**config.mk**
```make
export PLATFORM = sky130hd
export DESIGN_NAME = multichannel_pwm_slew_limiter
export DESIGN_NICKNAME = d
export VERILOG_FILES = /design/src/hw/rtl/mpsl_pkg.sv /design/src/hw/rtl/mpsl_cfg_regs.sv /design/src/hw/rtl/mpsl_level_ram.sv /design/src/hw/rtl/mpsl_slew_unit.sv /design/src/hw/rtl/multichannel_pwm_slew_limiter.sv
export SDC_FILE = /design/constraint.sdc
export NUM_CORES = 1
export LEC_CHECK = 0
export BUFFER_PORTS_ARGS = -buffer_cell sky130_fd_sc_hd__buf_2
export CAP_MARGIN = 10
export CORE_AREA = 2 2 197 199
export CTS_CLUSTER_SIZE = 12
export DETAILED_ROUTE_END_ITERATION = 16
export DIE_AREA = 0 0 199 201
export PLACE_DENSITY = 0.76
export SYNTH_ARGS = -nofsm -noshare
export SYNTH_HDL_FRONTEND = slang
export SYNTH_SLANG_ARGS = --single-unit
export TNS_END_PERCENT = 20
```
**constraint.sdc**
```tcl
create_clock -name clk_i -period 13.1 [get_ports clk_i]
set_clock_uncertainty 0.2 [all_clocks]
set_input_delay 2.62 -clock clk_i [delete_from_list [all_inputs] [get_ports clk_i]]
set_output_delay 2.62 -clock clk_i [all_outputs]
set_load 0.05 [all_outputs]
```
**src/hw/rtl/mpsl_pkg.sv**
```systemverilog
package mpsl_pkg;

  // channel count and derived widths
  localparam int unsigned NUM_CHANNELS = 10;
  localparam int unsigned IDX_W        = (NUM_CHANNELS > 1) ? $clog2(NUM_CHANNELS) : 1;

  // field widths
  localparam int unsigned CH_W    = 4;
  localparam int unsigned VAL_W   = 10;
  localparam int unsigned PWM_W   = 8;
  localparam int unsigned MS_W    = 8;
  localparam int unsigned SKEW_W  = 8;
  localparam int unsigned RAW_W   = SKEW_W + MS_W;
  localparam int unsigned FRAC_W  = 4;

  // channels that own a skew byte / an inversion bit
  localparam int unsigned SKEW_CHANNELS = 10;
  localparam int unsigned INV_W         = 10;
  localparam int unsigned SKEW_LO_W     = 64;
  localparam int unsigned SKEW_HI_W     = 16;

  // APB register file
  localparam int unsigned APB_ADDR_W = 5;
  localparam int unsigned APB_DATA_W = 64;
  localparam int unsigned REG_IDX_W  = 2;

  localparam logic [REG_IDX_W-1:0] REG_INVERT  = 2'd0;
  localparam logic [REG_IDX_W-1:0] REG_SKEW_LO = 2'd1;
  localparam logic [REG_IDX_W-1:0] REG_SKEW_HI = 2'd2;

  localparam logic [INV_W-1:0]     INVERT_RST  = '0;
  localparam logic [SKEW_LO_W-1:0] SKEW_LO_RST = 64'h0808_0808_0808_0808;
  localparam logic [SKEW_HI_W-1:0] SKEW_HI_RST = 16'h0808;

  typedef logic signed [PWM_W-1:0] level_t;
  typedef logic [IDX_W-1:0]        idx_t;

  localparam idx_t   LAST_IDX  = IDX_W'(NUM_CHANNELS - 1);
  localparam level_t PWM_MAX   = 8'sd127;
  localparam level_t PWM_MIN   = -8'sd127;

  // per-channel settings decoded from the register file
  typedef struct packed {
    logic [NUM_CHANNELS-1:0]             invert;
    logic [NUM_CHANNELS-1:0][SKEW_W-1:0] skew;
  } cfg_t;

  // write request into the level store
  typedef struct packed {
    logic   tgt_en;
    logic   out_en;
    idx_t   addr;
    level_t tgt;
    level_t out;
  } ram_wr_t;

  typedef enum logic [3:0] {
    ST_IDLE = 4'b0001,
    ST_SET  = 4'b0010,
    ST_TICK = 4'b0100,
    ST_LAST = 4'b1000
  } state_e;

endpackage

```
**src/hw/rtl/mpsl_cfg_regs.sv**
```systemverilog
module mpsl_cfg_regs (
  input  logic                               clk_i,
  input  logic                               rst_ni,
  input  logic                               psel,
  input  logic                               penable,
  input  logic                               pwrite,
  input  logic [mpsl_pkg::APB_ADDR_W-1:0]    paddr,
  input  logic [mpsl_pkg::APB_DATA_W-1:0]    pwdata,
  output logic [mpsl_pkg::APB_DATA_W-1:0]    prdata,
  output logic                               pready,
  output mpsl_pkg::cfg_t                     cfg_o
);

  logic [mpsl_pkg::INV_W-1:0]     invert_q;
  logic [mpsl_pkg::SKEW_LO_W-1:0] skew_lo_q;
  logic [mpsl_pkg::SKEW_HI_W-1:0] skew_hi_q;
  logic [mpsl_pkg::REG_IDX_W-1:0] reg_idx;
  logic                           wr_en;
  logic [mpsl_pkg::SKEW_LO_W+mpsl_pkg::SKEW_HI_W-1:0] skew_all;

  assign pready  = 1'b1;
  assign wr_en   = psel & penable & pwrite;
  assign reg_idx = paddr[mpsl_pkg::APB_ADDR_W-1:3];

  always_ff @(posedge clk_i or negedge rst_ni) begin
    if (!rst_ni) begin
      invert_q  <= mpsl_pkg::INVERT_RST;
      skew_lo_q <= mpsl_pkg::SKEW_LO_RST;
      skew_hi_q <= mpsl_pkg::SKEW_HI_RST;
    end else if (wr_en) begin
      unique case (reg_idx)
        mpsl_pkg::REG_INVERT:  invert_q  <= pwdata[mpsl_pkg::INV_W-1:0];
        mpsl_pkg::REG_SKEW_LO: skew_lo_q <= pwdata[mpsl_pkg::SKEW_LO_W-1:0];
        mpsl_pkg::REG_SKEW_HI: skew_hi_q <= pwdata[mpsl_pkg::SKEW_HI_W-1:0];
        default: ;
      endcase
    end
  end

  always_comb begin
    unique case (reg_idx)
      mpsl_pkg::REG_INVERT:  prdata = mpsl_pkg::APB_DATA_W'(invert_q);
      mpsl_pkg::REG_SKEW_LO: prdata = mpsl_pkg::APB_DATA_W'(skew_lo_q);
      mpsl_pkg::REG_SKEW_HI: prdata = mpsl_pkg::APB_DATA_W'(skew_hi_q);
      default:               prdata = '0;
    endcase
  end

  assign skew_all = {skew_hi_q, skew_lo_q};

  // channels past the register coverage get no inversion and zero skew
  for (genvar c = 0; c < mpsl_pkg::NUM_CHANNELS; c++) begin : g_chan
    if (c < mpsl_pkg::INV_W) begin : g_inv
      assign cfg_o.invert[c] = invert_q[c];
    end else begin : g_noinv
      assign cfg_o.invert[c] = 1'b0;
    end
    if (c < mpsl_pkg::SKEW_CHANNELS) begin : g_skew
      assign cfg_o.skew[c] = skew_all[c*mpsl_pkg::SKEW_W +: mpsl_pkg::SKEW_W];
    end else begin : g_noskew
      assign cfg_o.skew[c] = '0;
    end
  end

endmodule

```
**src/hw/rtl/mpsl_level_ram.sv**
```systemverilog
module mpsl_level_ram (
  input  logic              clk_i,
  input  logic              rst_ni,
  input  logic              rd_en_i,
  input  mpsl_pkg::idx_t    rd_addr_i,
  input  mpsl_pkg::ram_wr_t wr_i,
  output mpsl_pkg::level_t  rd_tgt_o,
  output mpsl_pkg::level_t  rd_out_o
);

  mpsl_pkg::level_t tgt_mem [mpsl_pkg::NUM_CHANNELS];
  mpsl_pkg::level_t out_mem [mpsl_pkg::NUM_CHANNELS];

  // per-entry written flags; an unwritten entry reads as zero
  logic [mpsl_pkg::NUM_CHANNELS-1:0] tgt_vld_q;
  logic [mpsl_pkg::NUM_CHANNELS-1:0] out_vld_q;

  mpsl_pkg::level_t rd_tgt_q;
  mpsl_pkg::level_t rd_out_q;
  logic             rd_tgt_vld_q;
  logic             rd_out_vld_q;

  always_ff @(posedge clk_i) begin
    if (wr_i.tgt_en) begin
      tgt_mem[wr_i.addr] <= wr_i.tgt;
    end
    if (wr_i.out_en) begin
      out_mem[wr_i.addr] <= wr_i.out;
    end
    if (rd_en_i) begin
      rd_tgt_q <= tgt_mem[rd_addr_i];
      rd_out_q <= out_mem[rd_addr_i];
    end
  end

  always_ff @(posedge clk_i or negedge rst_ni) begin
    if (!rst_ni) begin
      tgt_vld_q    <= '0;
      out_vld_q    <= '0;
      rd_tgt_vld_q <= 1'b0;
      rd_out_vld_q <= 1'b0;
    end else begin
      if (wr_i.tgt_en) begin
        tgt_vld_q[wr_i.addr] <= 1'b1;
      end
      if (wr_i.out_en) begin
        out_vld_q[wr_i.addr] <= 1'b1;
      end
      if (rd_en_i) begin
        rd_tgt_vld_q <= tgt_vld_q[rd_addr_i];
        rd_out_vld_q <= out_vld_q[rd_addr_i];
      end
    end
  end

  assign rd_tgt_o = rd_tgt_vld_q ? rd_tgt_q : '0;
  assign rd_out_o = rd_out_vld_q ? rd_out_q : '0;

endmodule

```
**src/hw/rtl/mpsl_slew_unit.sv**
```systemverilog
module mpsl_slew_unit (
  input  logic                              clk_i,
  // ramp step: raw = skew * elapsed, registered alongside the memory read
  input  logic                              issue_i,
  input  logic [mpsl_pkg::SKEW_W-1:0]       skew_i,
  input  logic [mpsl_pkg::MS_W-1:0]         elapsed_i,
  input  mpsl_pkg::level_t                  cur_i,
  input  mpsl_pkg::level_t                  tgt_i,
  output mpsl_pkg::level_t                  next_o,
  output logic                              differ_o,
  // set path: clamp and optional negate
  input  logic signed [mpsl_pkg::VAL_W-1:0] set_value_i,
  input  logic                              invert_i,
  output mpsl_pkg::level_t                  set_level_o
);

  logic [mpsl_pkg::RAW_W-1:0]   raw_q;
  logic signed [mpsl_pkg::PWM_W:0] diff;
  logic [mpsl_pkg::PWM_W:0]     neg_diff;
  logic [mpsl_pkg::PWM_W-1:0]   mag;
  logic [mpsl_pkg::PWM_W-1:0]   step;
  logic signed [mpsl_pkg::PWM_W+1:0] moved;
  logic                         snap;
  mpsl_pkg::level_t             clamped;

  always_ff @(posedge clk_i) begin
    if (issue_i) begin
      raw_q <= mpsl_pkg::RAW_W'(skew_i) * mpsl_pkg::RAW_W'(elapsed_i);
    end
  end

  assign diff     = {tgt_i[mpsl_pkg::PWM_W-1], tgt_i} - {cur_i[mpsl_pkg::PWM_W-1], cur_i};
  assign neg_diff = -diff;
  assign mag      = diff[mpsl_pkg::PWM_W] ? neg_diff[mpsl_pkg::PWM_W-1:0]
                                          : diff[mpsl_pkg::PWM_W-1:0];
  assign differ_o = (diff != '0);
  assign snap     = {{(mpsl_pkg::RAW_W-mpsl_pkg::PWM_W-mpsl_pkg::FRAC_W){1'b0}},
                     mag, {mpsl_pkg::FRAC_W{1'b0}}} < raw_q;
  // without a snap, raw >> 4 <= mag, so the step fits in PWM_W bits
  assign step     = raw_q[mpsl_pkg::FRAC_W +: mpsl_pkg::PWM_W];

  always_comb begin
    if (diff[mpsl_pkg::PWM_W]) begin
      moved = {{2{cur_i[mpsl_pkg::PWM_W-1]}}, cur_i} - {2'b00, step};
    end else begin
      moved = {{2{cur_i[mpsl_pkg::PWM_W-1]}}, cur_i} + {2'b00, step};
    end
    if (!differ_o) begin
      next_o = cur_i;
    end else if (snap) begin
      next_o = tgt_i;
    end else begin
      next_o = moved[mpsl_pkg::PWM_W-1:0];
    end
  end

  always_comb begin
    if (set_value_i > mpsl_pkg::VAL_W'(mpsl_pkg::PWM_MAX)) begin
      clamped = mpsl_pkg::PWM_MAX;
    end else if (set_value_i < mpsl_pkg::VAL_W'(mpsl_pkg::PWM_MIN)) begin
      clamped = mpsl_pkg::PWM_MIN;
    end else begin
      clamped = set_value_i[mpsl_pkg::PWM_W-1:0];
    end
    set_level_o = invert_i ? -clamped : clamped;
  end

endmodule

```
**src/hw/rtl/multichannel_pwm_slew_limiter.sv**
```systemverilog
// Channel   Direction  Handshake                       Payload
// request   in         start / busy                    req_type, channel, set_value,
//                                                      immediate, elapsed_ms
// result    out        res_valid (one-cycle strobe)    out_channel, pwm, drive_valid,
//                                                      status, last
// config    in         APB psel / penable / pready     invert_mask, skew_low, skew_high
//
// A set request is latched, then clamped/inverted and written to the level store.
// A tick is latched, then does one store read per channel, each followed in the next
// cycle by the slew update and write-back.
// The store's single read port sets the tick rate (one channel per cycle).
// Reset clears control state and the store's written flags; levels read as zero.
// Results are strobed for one cycle; the receiver cannot stall them.
module multichannel_pwm_slew_limiter (
  input  logic                               clk_i,
  input  logic                               rst_ni,
  // request channel
  input  logic                               start,
  output logic                               busy,
  input  logic                               req_type_i,
  input  logic [mpsl_pkg::CH_W-1:0]          channel_i,
  input  logic signed [mpsl_pkg::VAL_W-1:0]  set_value_i,
  input  logic                               immediate_i,
  input  logic [mpsl_pkg::MS_W-1:0]          elapsed_ms_i,
  // result channel
  output logic                               res_valid_o,
  output logic [mpsl_pkg::CH_W-1:0]          out_channel_o,
  output logic signed [mpsl_pkg::PWM_W-1:0]  pwm_o,
  output logic                               drive_valid_o,
  output logic                               status_o,
  output logic                               last_o,
  // configuration
  input  logic                               psel,
  input  logic                               penable,
  input  logic                               pwrite,
  input  logic [mpsl_pkg::APB_ADDR_W-1:0]    paddr,
  input  logic [mpsl_pkg::APB_DATA_W-1:0]    pwdata,
  output logic [mpsl_pkg::APB_DATA_W-1:0]    prdata,
  output logic                               pready
);

  mpsl_pkg::cfg_t    cfg;
  mpsl_pkg::state_e  state_q, state_d;
  mpsl_pkg::idx_t    idx_q, idx_d;
  mpsl_pkg::idx_t    s1_idx_q;
  logic              s1_vld_q;
  logic              accept;

  // latched request
  logic                              req_type_q;
  logic [mpsl_pkg::CH_W-1:0]         chan_q;
  logic signed [mpsl_pkg::VAL_W-1:0] set_value_q;
  logic                              imm_q;
  logic [mpsl_pkg::MS_W-1:0]         elapsed_q;

  // set path
  logic [mpsl_pkg::CH_W:0]   ch_m1;
  mpsl_pkg::idx_t            set_idx;
  logic                      ch_ok;
  logic                      set_inv;
  mpsl_pkg::level_t          set_level;

  // tick path
  mpsl_pkg::level_t  rd_tgt, rd_out, next_level;
  logic              differ;
  logic              in_set, in_tick;
  mpsl_pkg::ram_wr_t ram_wr;

  // result register
  logic                      res_valid_d;
  logic [mpsl_pkg::CH_W-1:0] res_ch_d;
  mpsl_pkg::level_t          res_pwm_d;
  logic                      res_dv_d, res_st_d, res_last_d;

  mpsl_cfg_regs u_cfg (
    .clk_i   (clk_i),
    .rst_ni  (rst_ni),
    .psel    (psel),
    .penable (penable),
    .pwrite  (pwrite),
    .paddr   (paddr),
    .pwdata  (pwdata),
    .prdata  (prdata),
    .pready  (pready),
    .cfg_o   (cfg)
  );

  assign busy    = (state_q != mpsl_pkg::ST_IDLE);
  assign accept  = start & ~busy;
  assign in_set  = (state_q == mpsl_pkg::ST_SET);
  assign in_tick = (state_q == mpsl_pkg::ST_TICK);

  always_ff @(posedge clk_i) begin
    if (accept) begin
      req_type_q  <= req_type_i;
      chan_q      <= channel_i;
      set_value_q <= set_value_i;
      imm_q       <= immediate_i;
      elapsed_q   <= elapsed_ms_i;
    end
  end

  // sequencer: IDLE -> SET -> IDLE, or IDLE -> TICK (one read per channel) -> LAST -> IDLE
  always_comb begin
    state_d = state_q;
    idx_d   = idx_q;
    unique case (state_q)
      mpsl_pkg::ST_IDLE: begin
        if (accept) begin
          state_d = req_type_i ? mpsl_pkg::ST_TICK : mpsl_pkg::ST_SET;
          idx_d   = '0;
        end
      end
      mpsl_pkg::ST_SET:  state_d = mpsl_pkg::ST_IDLE;
      mpsl_pkg::ST_TICK: begin
        if (idx_q == mpsl_pkg::LAST_IDX) begin
          state_d = mpsl_pkg::ST_LAST;
        end else begin
          idx_d = idx_q + 1'b1;
        end
      end
      mpsl_pkg::ST_LAST: state_d = mpsl_pkg::ST_IDLE;
      default:           state_d = mpsl_pkg::ST_IDLE;
    endcase
  end

  always_ff @(posedge clk_i or negedge rst_ni) begin
    if (!rst_ni) begin
      state_q  <= mpsl_pkg::ST_IDLE;
      idx_q    <= '0;
      s1_vld_q <= 1'b0;
      s1_idx_q <= '0;
    end else begin
      state_q  <= state_d;
      idx_q    <= idx_d;
      s1_vld_q <= in_tick;
      s1_idx_q <= idx_q;
    end
  end

  // set request decode; channel numbers are 1-based
  assign ch_m1   = {1'b0, chan_q} - 1'b1;
  assign set_idx = ch_m1[mpsl_pkg::IDX_W-1:0];
  assign ch_ok   = (chan_q != '0) &&
                   ({1'b0, chan_q} <= (mpsl_pkg::CH_W+1)'(mpsl_pkg::NUM_CHANNELS));
  assign set_inv = ch_ok & cfg.invert[set_idx];

  mpsl_slew_unit u_slew (
    .clk_i       (clk_i),
    .issue_i     (in_tick),
    .skew_i      (cfg.skew[idx_q]),
    .elapsed_i   (elapsed_q),
    .cur_i       (rd_out),
    .tgt_i       (rd_tgt),
    .next_o      (next_level),
    .differ_o    (differ),
    .set_value_i (set_value_q),
    .invert_i    (set_inv),
    .set_level_o (set_level)
  );

  // set writes and tick write-backs never share a cycle
  always_comb begin
    ram_wr.tgt_en = in_set & ch_ok;
    ram_wr.out_en = (in_set & ch_ok & imm_q) | (s1_vld_q & differ);
    ram_wr.addr   = s1_vld_q ? s1_idx_q : set_idx;
    ram_wr.tgt    = set_level;
    ram_wr.out    = s1_vld_q ? next_level : set_level;
  end

  mpsl_level_ram u_ram (
    .clk_i     (clk_i),
    .rst_ni    (rst_ni),
    .rd_en_i   (in_tick),
    .rd_addr_i (idx_q),
    .wr_i      (ram_wr),
    .rd_tgt_o  (rd_tgt),
    .rd_out_o  (rd_out)
  );

  always_comb begin
    res_valid_d = in_set | s1_vld_q;
    if (s1_vld_q) begin
      res_ch_d   = mpsl_pkg::CH_W'({1'b0, s1_idx_q} + 1'b1);
      res_pwm_d  = next_level;
      res_dv_d   = differ;
      res_st_d   = 1'b0;
      res_last_d = (s1_idx_q == mpsl_pkg::LAST_IDX);
    end else begin
      res_ch_d   = chan_q;
      res_pwm_d  = ch_ok ? set_level : '0;
      res_dv_d   = ch_ok & imm_q;
      res_st_d   = ~ch_ok;
      res_last_d = 1'b1;
    end
  end

  always_ff @(posedge clk_i or negedge rst_ni) begin
    if (!rst_ni) begin
      res_valid_o <= 1'b0;
    end else begin
      res_valid_o <= res_valid_d;
    end
  end

  always_ff @(posedge clk_i) begin
    if (res_valid_d) begin
      out_channel_o <= res_ch_d;
      pwm_o         <= res_pwm_d;
      drive_valid_o <= res_dv_d;
      status_o      <= res_st_d;
      last_o        <= res_last_d;
    end
  end

  // no tick channel may still be in flight once the block reports idle
  a_idle_drained: assert property (@(posedge clk_i) disable iff (!rst_ni)
    !busy |-> !s1_vld_q)
    else $error("tick update pending while idle");

  // a set request answers through the SET state and the result register, as a final result
  a_set_latency: assert property (@(posedge clk_i) disable iff (!rst_ni)
    (accept && !req_type_i) |=> ##1 (res_valid_o && last_o))
    else $error("set request result missing");

  // a rejected channel never drives
  a_reject_quiet: assert property (@(posedge clk_i) disable iff (!rst_ni)
    (res_valid_o && status_o) |-> (!drive_valid_o && last_o && pwm_o == '0))
    else $error("rejected request produced a drive");

  // levels stay inside the symmetric range
  a_pwm_range: assert property (@(posedge clk_i) disable iff (!rst_ni)
    res_valid_o |-> (pwm_o != -8'sd128))
    else $error("pwm out of range");

endmodule
```
# Yosys cells after proc, flatten, opt, wreduce, memory -nomap -nowiden
# Memories as Yosys holds them, arrays and structs flattened. A register that Yosys moved wholly into a read port is not among the register bits.
# Index checks and enable logic that the tools add are counted.
# W data, S select, Z words.
dict set report totals {
  mem_bits_ro 0
  regBits 180
  wordCells 114
  out_inout_bits 82
  ramBits 160
  latch_bits 0
  memories 2
}
dict set report classes {
  muxes 37
  reduce_logical 11
  n_mul 1
  n_addsub 8
  n_shift 0
  magnitude_cmp 8
  div 0
  n_bitwise 14
  n_eq_ne 11
}
# memory words word_bits rd rd_clocked_by_memory_dff write_ports line_no
set mem_list {}
lappend mem_list {u_ram.out_mem 10 8 1 1 1 mpsl_level_ram.sv:12} ;# mpsl_pkg::level_t out_mem [mpsl_pkg::NUM_CHANNELS];
lappend mem_list {u_ram.tgt_mem 10 8 1 1 1 mpsl_level_ram.sv:11} ;# mpsl_pkg::level_t tgt_mem [mpsl_pkg::NUM_CHANNELS];
# cell n
set ops {}
lappend ops {{$pmux W64 S3} 1}
lappend ops {{$mux W8} 13}
lappend ops {{$bmux W8 S4} 1}
lappend ops {{$mux W4} 6}
lappend ops {{$or A10 B10 Y10} 2}
lappend ops {{$lt A12 B16 Y1} 1}
lappend ops {{$mul A8 B8 Y16} 1}
lappend ops {{$neg A8 Y8} 2}
lappend ops {{$pmux W4 S2} 2}
lappend ops {{$lt A4 B5 Y1 const B} 3}
lappend ops {{$bmux W1 S4} 3}
lappend ops {{$gt A10 B8 Y1 const B} 1}
lappend ops {{$lt A10 B8 Y1 const B} 1}
lappend ops {{$mux W1} 9}
lappend ops {{$reduce_bool A9 Y1} 1}
lappend ops {{$sub A8 B8 Y9} 1}
lappend ops {{$add A4 B1 Y4 const B} 2}
lappend ops {{$add A8 B8 Y8} 1}
lappend ops {{$and A1 B1 Y1} 8}
lappend ops {{$eq A4 B4 Y1 const B} 2}
lappend ops {{$reduce_and A2 Y1} 4}
lappend ops {{$sub A8 B8 Y8} 1}
lappend ops {{$demux W1 S4} 1}
lappend ops {{$eq A4 B1 Y1 const B} 1}
lappend ops {{18 further kinds} 22}

# Logic depth before layout (Yosys ltp)
# Gate-level depths: netlist (run 1).
dict set report depth {
  depth_word 8
  mapped_depth 23
}

# Cells and area by module
# Synthesis (run 1) repeated with hierarchy kept, for this count alone.
dict set report unflattened {
  cells_unflattened 1401
  hier_area_um2 18868.1
}
# mod instances area_per_inst_um2 cells_each
set by_module_without_submodules {}
lappend by_module_without_submodules {mpsl_level_ram 1 7671.1 401}
lappend by_module_without_submodules {mpsl_slew_unit 1 4185.3 486}
lappend by_module_without_submodules {mpsl_cfg_regs 1 4038.9 291}
lappend by_module_without_submodules {multichannel_pwm_slew_limiter 1 2972.9 223}

# Worst setup path after synthesis (run 1)
# Ideal clock, no wire load.
dict set report synth_timing {
  kind {input port to output port}
  startpoint {input port paddr[4] in the netlist's numbering}
  endpoint {output port prdata[0] in the netlist's numbering}
  slack_ns 5.985
  cell_stages 3
  path_buffers 1
  arrival_time_ns 4.295
  cell_sequence {buf_1 -> mux2i_1 -> o21ai_0}
}
dict set report synth_via {
  elab_chain_cells 2
}
# element line_no
set synth_lines {}
lappend synth_lines {{start, declared} multichannel_pwm_slew_limiter.sv:36} ;# input logic [mpsl_pkg::APB_ADDR_W-1:0] paddr,
lappend synth_lines {{$eq A2 B2 Y1 (tied with other cells)} mpsl_cfg_regs.sv:41} ;# unique case (reg_idx)
lappend synth_lines {{$pmux W64 S3 (*)} mpsl_cfg_regs.sv:41}
lappend synth_lines {{end, declared} multichannel_pwm_slew_limiter.sv:38} ;# output logic [mpsl_pkg::APB_DATA_W-1:0] prdata,
# Every way passes the cells marked *; elsewhere a longest branch is shown, timed or not.

# Worst setup path in the final report (run 1)
dict set report layout_timing {
  startpoint {register idx_q[1]}
  endpoint {register u_slew.raw_q[14] in the netlist's numbering, data pin}
}
dict set report layout_via {
  elab_chain_cells 3
}
# element line_no
set layout_lines {}
lappend layout_lines {{start, declared} multichannel_pwm_slew_limiter.sv:44} ;# mpsl_pkg::idx_t idx_q, idx_d;
lappend layout_lines {{start signal, assigned} multichannel_pwm_slew_limiter.sv:135} ;# idx_q <= idx_d;
lappend layout_lines {{$bmux W8 S4} multichannel_pwm_slew_limiter.sv:151} ;# .skew_i (cfg.skew[idx_q]),
lappend layout_lines {{$mux W8 (implied by the code)} multichannel_pwm_slew_limiter.sv:151}
lappend layout_lines {{$mul A8 B8 Y16} mpsl_slew_unit.sv:28} ;# raw_q <= mpsl_pkg::RAW_W'(skew_i) * mpsl_pkg::RAW_W'(elapsed_i);
lappend layout_lines {{end signal, assigned} mpsl_slew_unit.sv:28}
lappend layout_lines {{end, declared} mpsl_slew_unit.sv:17} ;# logic [mpsl_pkg::RAW_W-1:0] raw_q;
# No other way between the ends. The select of a mux whose other input is x is not followed.
# A chain may end at the register's enable or synchronous reset.

==> impl_metrics.toml, run 1 <==
[power]
p_int_w = 0.00314
ir_drop_mv = 0.162
p_sw_share_pct = 37.6
seqPwrFrac_pct = 32.0
switchingPower_w = 0.00189
combPwrFrac_pct = 46.0
p_per_area_nw_per_um2 = 235
clockPowerShare_pct = 22.0
power.leakage_nw = 8.72

[clocking]
clkTransAtPathRegs_ns = 0.06
cts_resized = 0
htree_levels = 2
cts_hold_buf = 0
cts_buffers = 40
cts_setup_buffers = 0
cts_tree = "yes"
clkSinkCount = 356
clock_latency_ns = 0.55
cts_root_buf = "clkbuf_16"
cts_max_path_buffers = 3

[sta]
period_share_pct = 55.7
final-max-slew-violation-count = 0
period_minus_slack_ns = 7.30
hold_viol_final = 0
setup_viol_count_final = 0
slew_headroom_pct = 20.3
max_freq_mhz = 137
worst_pin_slew_ns = 1.19
rsz0062_at_grt = "no"
totalNegativeSetupSlack_ns = 0

[logic_synthesis]
synthDistinctLibCells = 75
yosys_warnings = 0
synthArstFlopShare_pct = 35.4
synth_fp_nets = 1607
netlist_instances = 1402
yosysSeqAreaShare_pct = 54.0
syn_area_um2 = 18600
synth_edf_count = 230
synth-main-ff-cell = "edfxtp_1"
synth-seq-cells = 356
syn_avg_cell_area_um2 = 13.3

[setup_path]
worstPathArrival_ns = 7.39
path_class = "reg -> reg"
crit_path_start_kind = "register"
cp-end-kind = "register"
r2r-end = "u_slew.raw_q[14]"
regToRegSetupSlack_ns = 5.80
reg2regPathDepth = 19
required_ns = 13.19
critPathMaxFanout = 32
reg2reg_from = "idx_q[1]"

[min_path]
whs_path_depth = 1
min_to = "u_ram.tgt_vld_q[9]"
min_from = "u_ram.tgt_vld_q[9]"
worstHoldPathType = "reg -> reg"

[global_route]
grt_max_degree = 75
grt_pass1_wl_um = 65800
track_usage_pct = 21.2
first_global_vias = 12174
overflow = 0
antenna_found_initial = 2

[job]
maxCapViolations = 0

[floorplanning]
ios = 181
chipHeight_um = 201
die_w_um = 199
initial_core_util_pct = 48.9
rows = 72
dieArea_um2 = 40000
core_um2 = 38100

[run_status]
outcome = "complete, no violations"

[detailed_routing]
vias = 11842
via_per_inst = 5.56
wl_um = 41700
dr.first_iter.drc_count = 777
route.detailed.drc = 0
post_drt_wl_per_cell_um = 19.6
ant_nets = 0
dr.pass1.iters = 5

[final_layout]
diodes = 0
final_nets = 1786
syn2layout_area_growth_pct = 14.8
drive_gt1_share_pct = 28.7
design_area_um2 = 21400
final_cell_mix = "edfxtp_1, buf_2, and2_1, dfrtp_1, mux2_2"
final_common_cell = "edfxtp_1"

[placement]
place_area_um2 = 20100
io_buffers = 176
dp_hpwl_um = 29700
gp_congestion = 0.865
[sequential cells by signal (all words and copies together) (netlist names), 10 cells and up]
signal           cells
u_cfg.skew_hi_q     16
set_value_q         10
u_cfg.skew_lo_q     64
u_ram.tgt_vld_q     10
u_ram.out_mem       80
u_ram.out_vld_q     10
u_ram.tgt_mem       80
u_cfg.invert_q      10
u_slew.raw_q        16
[logic make-up (layout without fill, tap and decap cells)]
kind of cell,after synthesis,in the layout,share of synthesized area [%]
buffers and inverters,151,361,3.29
other,1,1,0.0201
muxes,190,190,14.6
AOI/OAI and AO/OA,200,200,7.19
and+or+nand+nor,356,356,10.3
xor gates and xnor gates,42,42,1.97
adders and majority gates,106,106,8.64
DFF,356,356,54.0
[critical path, stage by stage, from the launching register on]
cell	delay, ns
dfrtp_2	0.71
nor2_1	0.91
a22oi_1	0.37
o21ai_0	0.93
nand2_1	0.18
fa_1	0.53
fa_1	0.55
inv_1	0.06
fa_1	0.53
inv_1	0.05
fa_1	0.52
inv_1	0.04
ha_1	0.32
nor3_1	0.16
nor2_1	0.09
nand3_1	0.09
nand3_1	0.08
or4_1	0.40
o311a_1	0.15
xor2_1	0.15
[cell type report]
cell class                      instances  area, um2
Tap cell                              518        648
Clock inverter                         14        151
Inverter                               93        349
Timing Repair Buffer                  195       1040
Fill cell                            3016      16700
Multi-Input combinational cell        895       7980
Sequential cell                       356      10100
Clock buffer                           59       1150
[stage by stage]
stage / hold slack (ns) / utilization (%) / setup slack (ns) / cells / power, W
finish: 0.262 / 56.2 / 5.80 / 2130 / 0.00503
global route: 0.279 / 56.2 / 5.38 / 2130 / 0.00540
CTS: 0.260 / 56.1 / 5.73 / 2129 / 0.00507
detailed placement: 0.246 / 52.7 / 5.72 / 2056 / 0.00396
global placement: 0.244 / 52.7 / 5.77 / 2056 / 0.00389
floorplan: 0.152 / - / 5.98 / 1402 / 0.00342
[metal layers]
metal	global-route usage, %	vias up	wire, um	part of all wire [%]
li1	-	5464	-	-
met2	34.6	381	20200	48
met4	6.58	4	988	2.4
met5	0	-	20	0.048
met1	28.4	5914	17300	42
met3	4.77	79	3170	7.6
[worst max-delay path by stage]
| stage | from | endpoint | cells after the start |
|---|---|---|---|
| final | idx_q[1] | u_slew.raw_q[14] | 19 |
| after global placement | paddr[3] | prdata[5] | 5 |
| after floorplan | paddr[4] | prdata[0] | 3 |
| after detailed placement | paddr[3] | prdata[5] | 5 |
| after CTS | paddr[3] | prdata[5] | 5 |
| after global routing | idx_q[1] | u_slew.raw_q[14] | 19 |
[cell usage after synthesis, types with 3 or more instances]
cell type    n  area share, %
buf_4        9           0.36
mux4_2      52            6.3
dfstp_2     11            1.6
o211ai_2     7           0.47
nand2_1     80            1.6
xor2_1       7           0.33
edfxtp_1   230             37
and2_1     114            3.8
buf_1        4          0.081
clkbuf_1    40           0.81
and3_1       8           0.27
mux2_2     103            6.2
nor2_1      58            1.2
o2111ai_1    3           0.14
a31o_2       3           0.14
or3_1        3           0.10
mux2i_1     32            1.7
a31o_1       6           0.28
xnor2_1     35            1.6
dfrtp_1    115             15
ha_1        68            4.6
nor2b_1     25           0.84
or2_2       13           0.44
o21ai_1      8           0.21
a21oi_1     45            1.2
o21bai_1     3           0.12
a31oi_1      5           0.17
a22oi_1     11           0.44
nand3b_1     3           0.12
o21ai_0     48            1.3
buf_2        4           0.11
a21o_1       8           0.32
a22o_1       9           0.42
nor4b_1      4           0.19
o21a_1       7           0.28
nor3_1      18           0.48
a211oi_1    17           0.68
inv_1       93            1.9
nand3_1     12           0.32
fa_1        38            4.1
[power by group through the flow]
stage | logic, W | clock network (W) | registers (W)
6_report | 0.00232 | 0.00111 | 0.00161
3_3_place_gp | 0.00227 | 0 | 0.00162
3_5_place_dp | 0.00233 | 0 | 0.00163
5_1_grt | 0.00261 | 0.00117 | 0.00163
4_1_cts | 0.00234 | 0.00112 | 0.00161
2_1_floorplan | 0.00185 | 0 | 0.00157
Power figures use the tool's default switching activity.
==> run 2: changes to the inputs <==
PLACE_DENSITY = 0.79   (was 0.76)
clock period = 6.2 ns   (was 13.1 ns; I/O delays follow)
==> impl_metrics.toml, run 2 (synthesis results as in run 1) <==
[power]
switchingPower_w = 0.00405
clockPowerShare_pct = 19.7
p_int_w = 0.00671
power_w = 0.0108
p_sw_share_pct = 37.6
seqPwrFrac_pct = 30.9
power.leakage_nw = 8.79
ir_drop_mv = 0.263
p_per_area_nw_per_um2 = 500
combPwrFrac_pct = 49.4

[clocking]
htree_levels = 2
cts_hold_buf = 0
cts_buffers = 38
cts_max_path_buffers = 3
clkTransAtPathRegs_ns = 0.06
cts_root_buf = "clkbuf_16"
clock_latency_ns = 0.53
cts_tree = "yes"
clkSinkCount = 356

[final_layout]
final_nets = 1812
syn2layout_area_growth_pct = 15.3
final_common_cell = "edfxtp_1"
final_cell_mix = "edfxtp_1, buf_2, and2_1, dfrtp_1, mux2_2"
diodes = 0
drive_gt1_share_pct = 29.7
reg.largest.list = "u_ram.out_mem x80, u_ram.tgt_mem x80, u_cfg.skew_lo_q x64"
design_area_um2 = 21500

[global_route]
grt.busiest_layer = "met2"
met3_usage_pct = 4.35
grt_use_met1_pct = 29.1
grt_use_met2_pct = 36.6
track_usage_pct = 21.9
antenna_found_initial = 1
grt_pass1_wl_um = 68000
first_global_vias = 12523
overflow = 0
grt_max_degree = 80

[setup_path]
cp-startpoint = "idx_q[0]"
crit_chain = "clkbuf_4 -> buf_4 -> mux4_2 -> a22oi_2 -> o21ai_1 -> buf_4 -> and2_1 -> fa_1 -> inv_1 -> fa_1 -> inv_1 -> fa_1 -> inv_1 -> fa_1 -> inv_1 -> ha_1 -> nor3_1 -> o21ai_1 -> nand3_1 -> nand3_1 -> or4_1 -> o311a_1 -> xor2_1"
worstPathArrival_ns = 6.04
required_ns = 6.27
regToRegSetupSlack_ns = 0.24
max_stage_delay_ns = 0.52
slowest_stage = "fa_1"
critPathMaxFanout = 8
reg2reg_from = "idx_q[0]"
crit_path_start_kind = "register"
path_class = "reg -> reg"
cp-end-kind = "register"

[sta]
max_freq_mhz = 168
setup_viol_count_final = 0
totalNegativeSetupSlack_ns = 0
worst_pin_slew_ns = 1.23
period_minus_slack_ns = 5.96
period_share_pct = 96.2
slew_headroom_pct = 17.2
final-max-slew-violation-count = 0
hold_viol_final = 0

[detailed_routing]
post_drt_wl_per_cell_um = 20.0
via_per_inst = 5.59
vias = 12046
dr.first_iter.drc_count = 837
dr.pass1.iters = 7
route.detailed.drc = 0
wl_um = 43100
ant_nets = 0

[placement]
dp_hpwl_um = 30700
gp_congestion = 0.847
io_buffers = 176
place_area_um2 = 20200

[floorplanning]
initial_core_util_pct = 48.9
die_w_um = 199
core_um2 = 38100
dieArea_um2 = 40000
rows = 72
ios = 181
chipHeight_um = 201

[job]
maxCapViolations = 0

[run_status]
outcome = "complete, no violations"

[min_path]
min_from = "u_ram.out_vld_q[7]"
worstHoldPathType = "reg -> reg"
[run 2: worst max-delay path: cells and delay by family, from the launching register on]
family	cells	cell delay, ns
adder cells (fa/ha/maj)	5	2.22
AND/OR/NAND/NOR	5	0.91
buffers and inverters	7	0.71
AO/OA/AOI/OAI	4	0.61
flip-flops	1	0.49
multiplexers	1	0.42
XOR/XNOR	1	0.14
[run 2: path summary, 6_finish.rpt]
check	to	cells after the start
worst max-delay path	u_slew.raw_q[14]	23
worst min-delay path	u_ram.out_vld_q[7]	1
worst max register to register	u_slew.raw_q[14]	23
worst min register to register	u_ram.out_vld_q[7]	1
max in group asynchronous	u_cfg.skew_lo_q[8]	2
min in group asynchronous	u_cfg.skew_lo_q[34]	1
[run 2: repair_timing]
item / CTS / global route
gates resized for setup: 0 / 13
setup endpoints to repair: 0 / 4
setup buffers: 0 / 8
[run 2: power by group through the flow]
stage | Clock (W) | Combinational [W] | Sequential, W
5_1_grt | 0.00224 | 0.00594 | 0.00336
6_report | 0.00212 | 0.00531 | 0.00333
4_1_cts | 0.00215 | 0.00523 | 0.00334
3_5_place_dp | 0 | 0.00519 | 0.00338
2_1_floorplan | 0 | 0.00392 | 0.00331
3_3_place_gp | 0 | 0.00503 | 0.00336
[run 2: final cells by class]
class / instances / area [um2]
fill: 2984 / 16600
sequential: 356 / 10100
multi-input combinational: 895 / 8010
timing repair buffer: 223 / 1260
clock buffer: 58 / 1070
tap: 518 / 648
inverter: 93 / 349
clock inverter: 11 / 82.6
[run 2: routing by layer]
metal  up-vias  wire (um)
met5         -         14
met4         2        939
met3        69       2910
met2       409      21500
met1      6050      17800
li1       5516          -
[run 2: through the flow]
stage	util, %	hold WS, ns	setup slack, ns	std cells
after floorplan	-	0.152	0.275	1402
after global placement	53.1	0.243	0.103	2077
after detailed placement	53.1	0.250	0.0569	2077
after CTS	56.1	0.265	0.0381	2146
final	56.4	0.265	0.236	2154
after global routing	56.4	0.279	-0.000163	2154
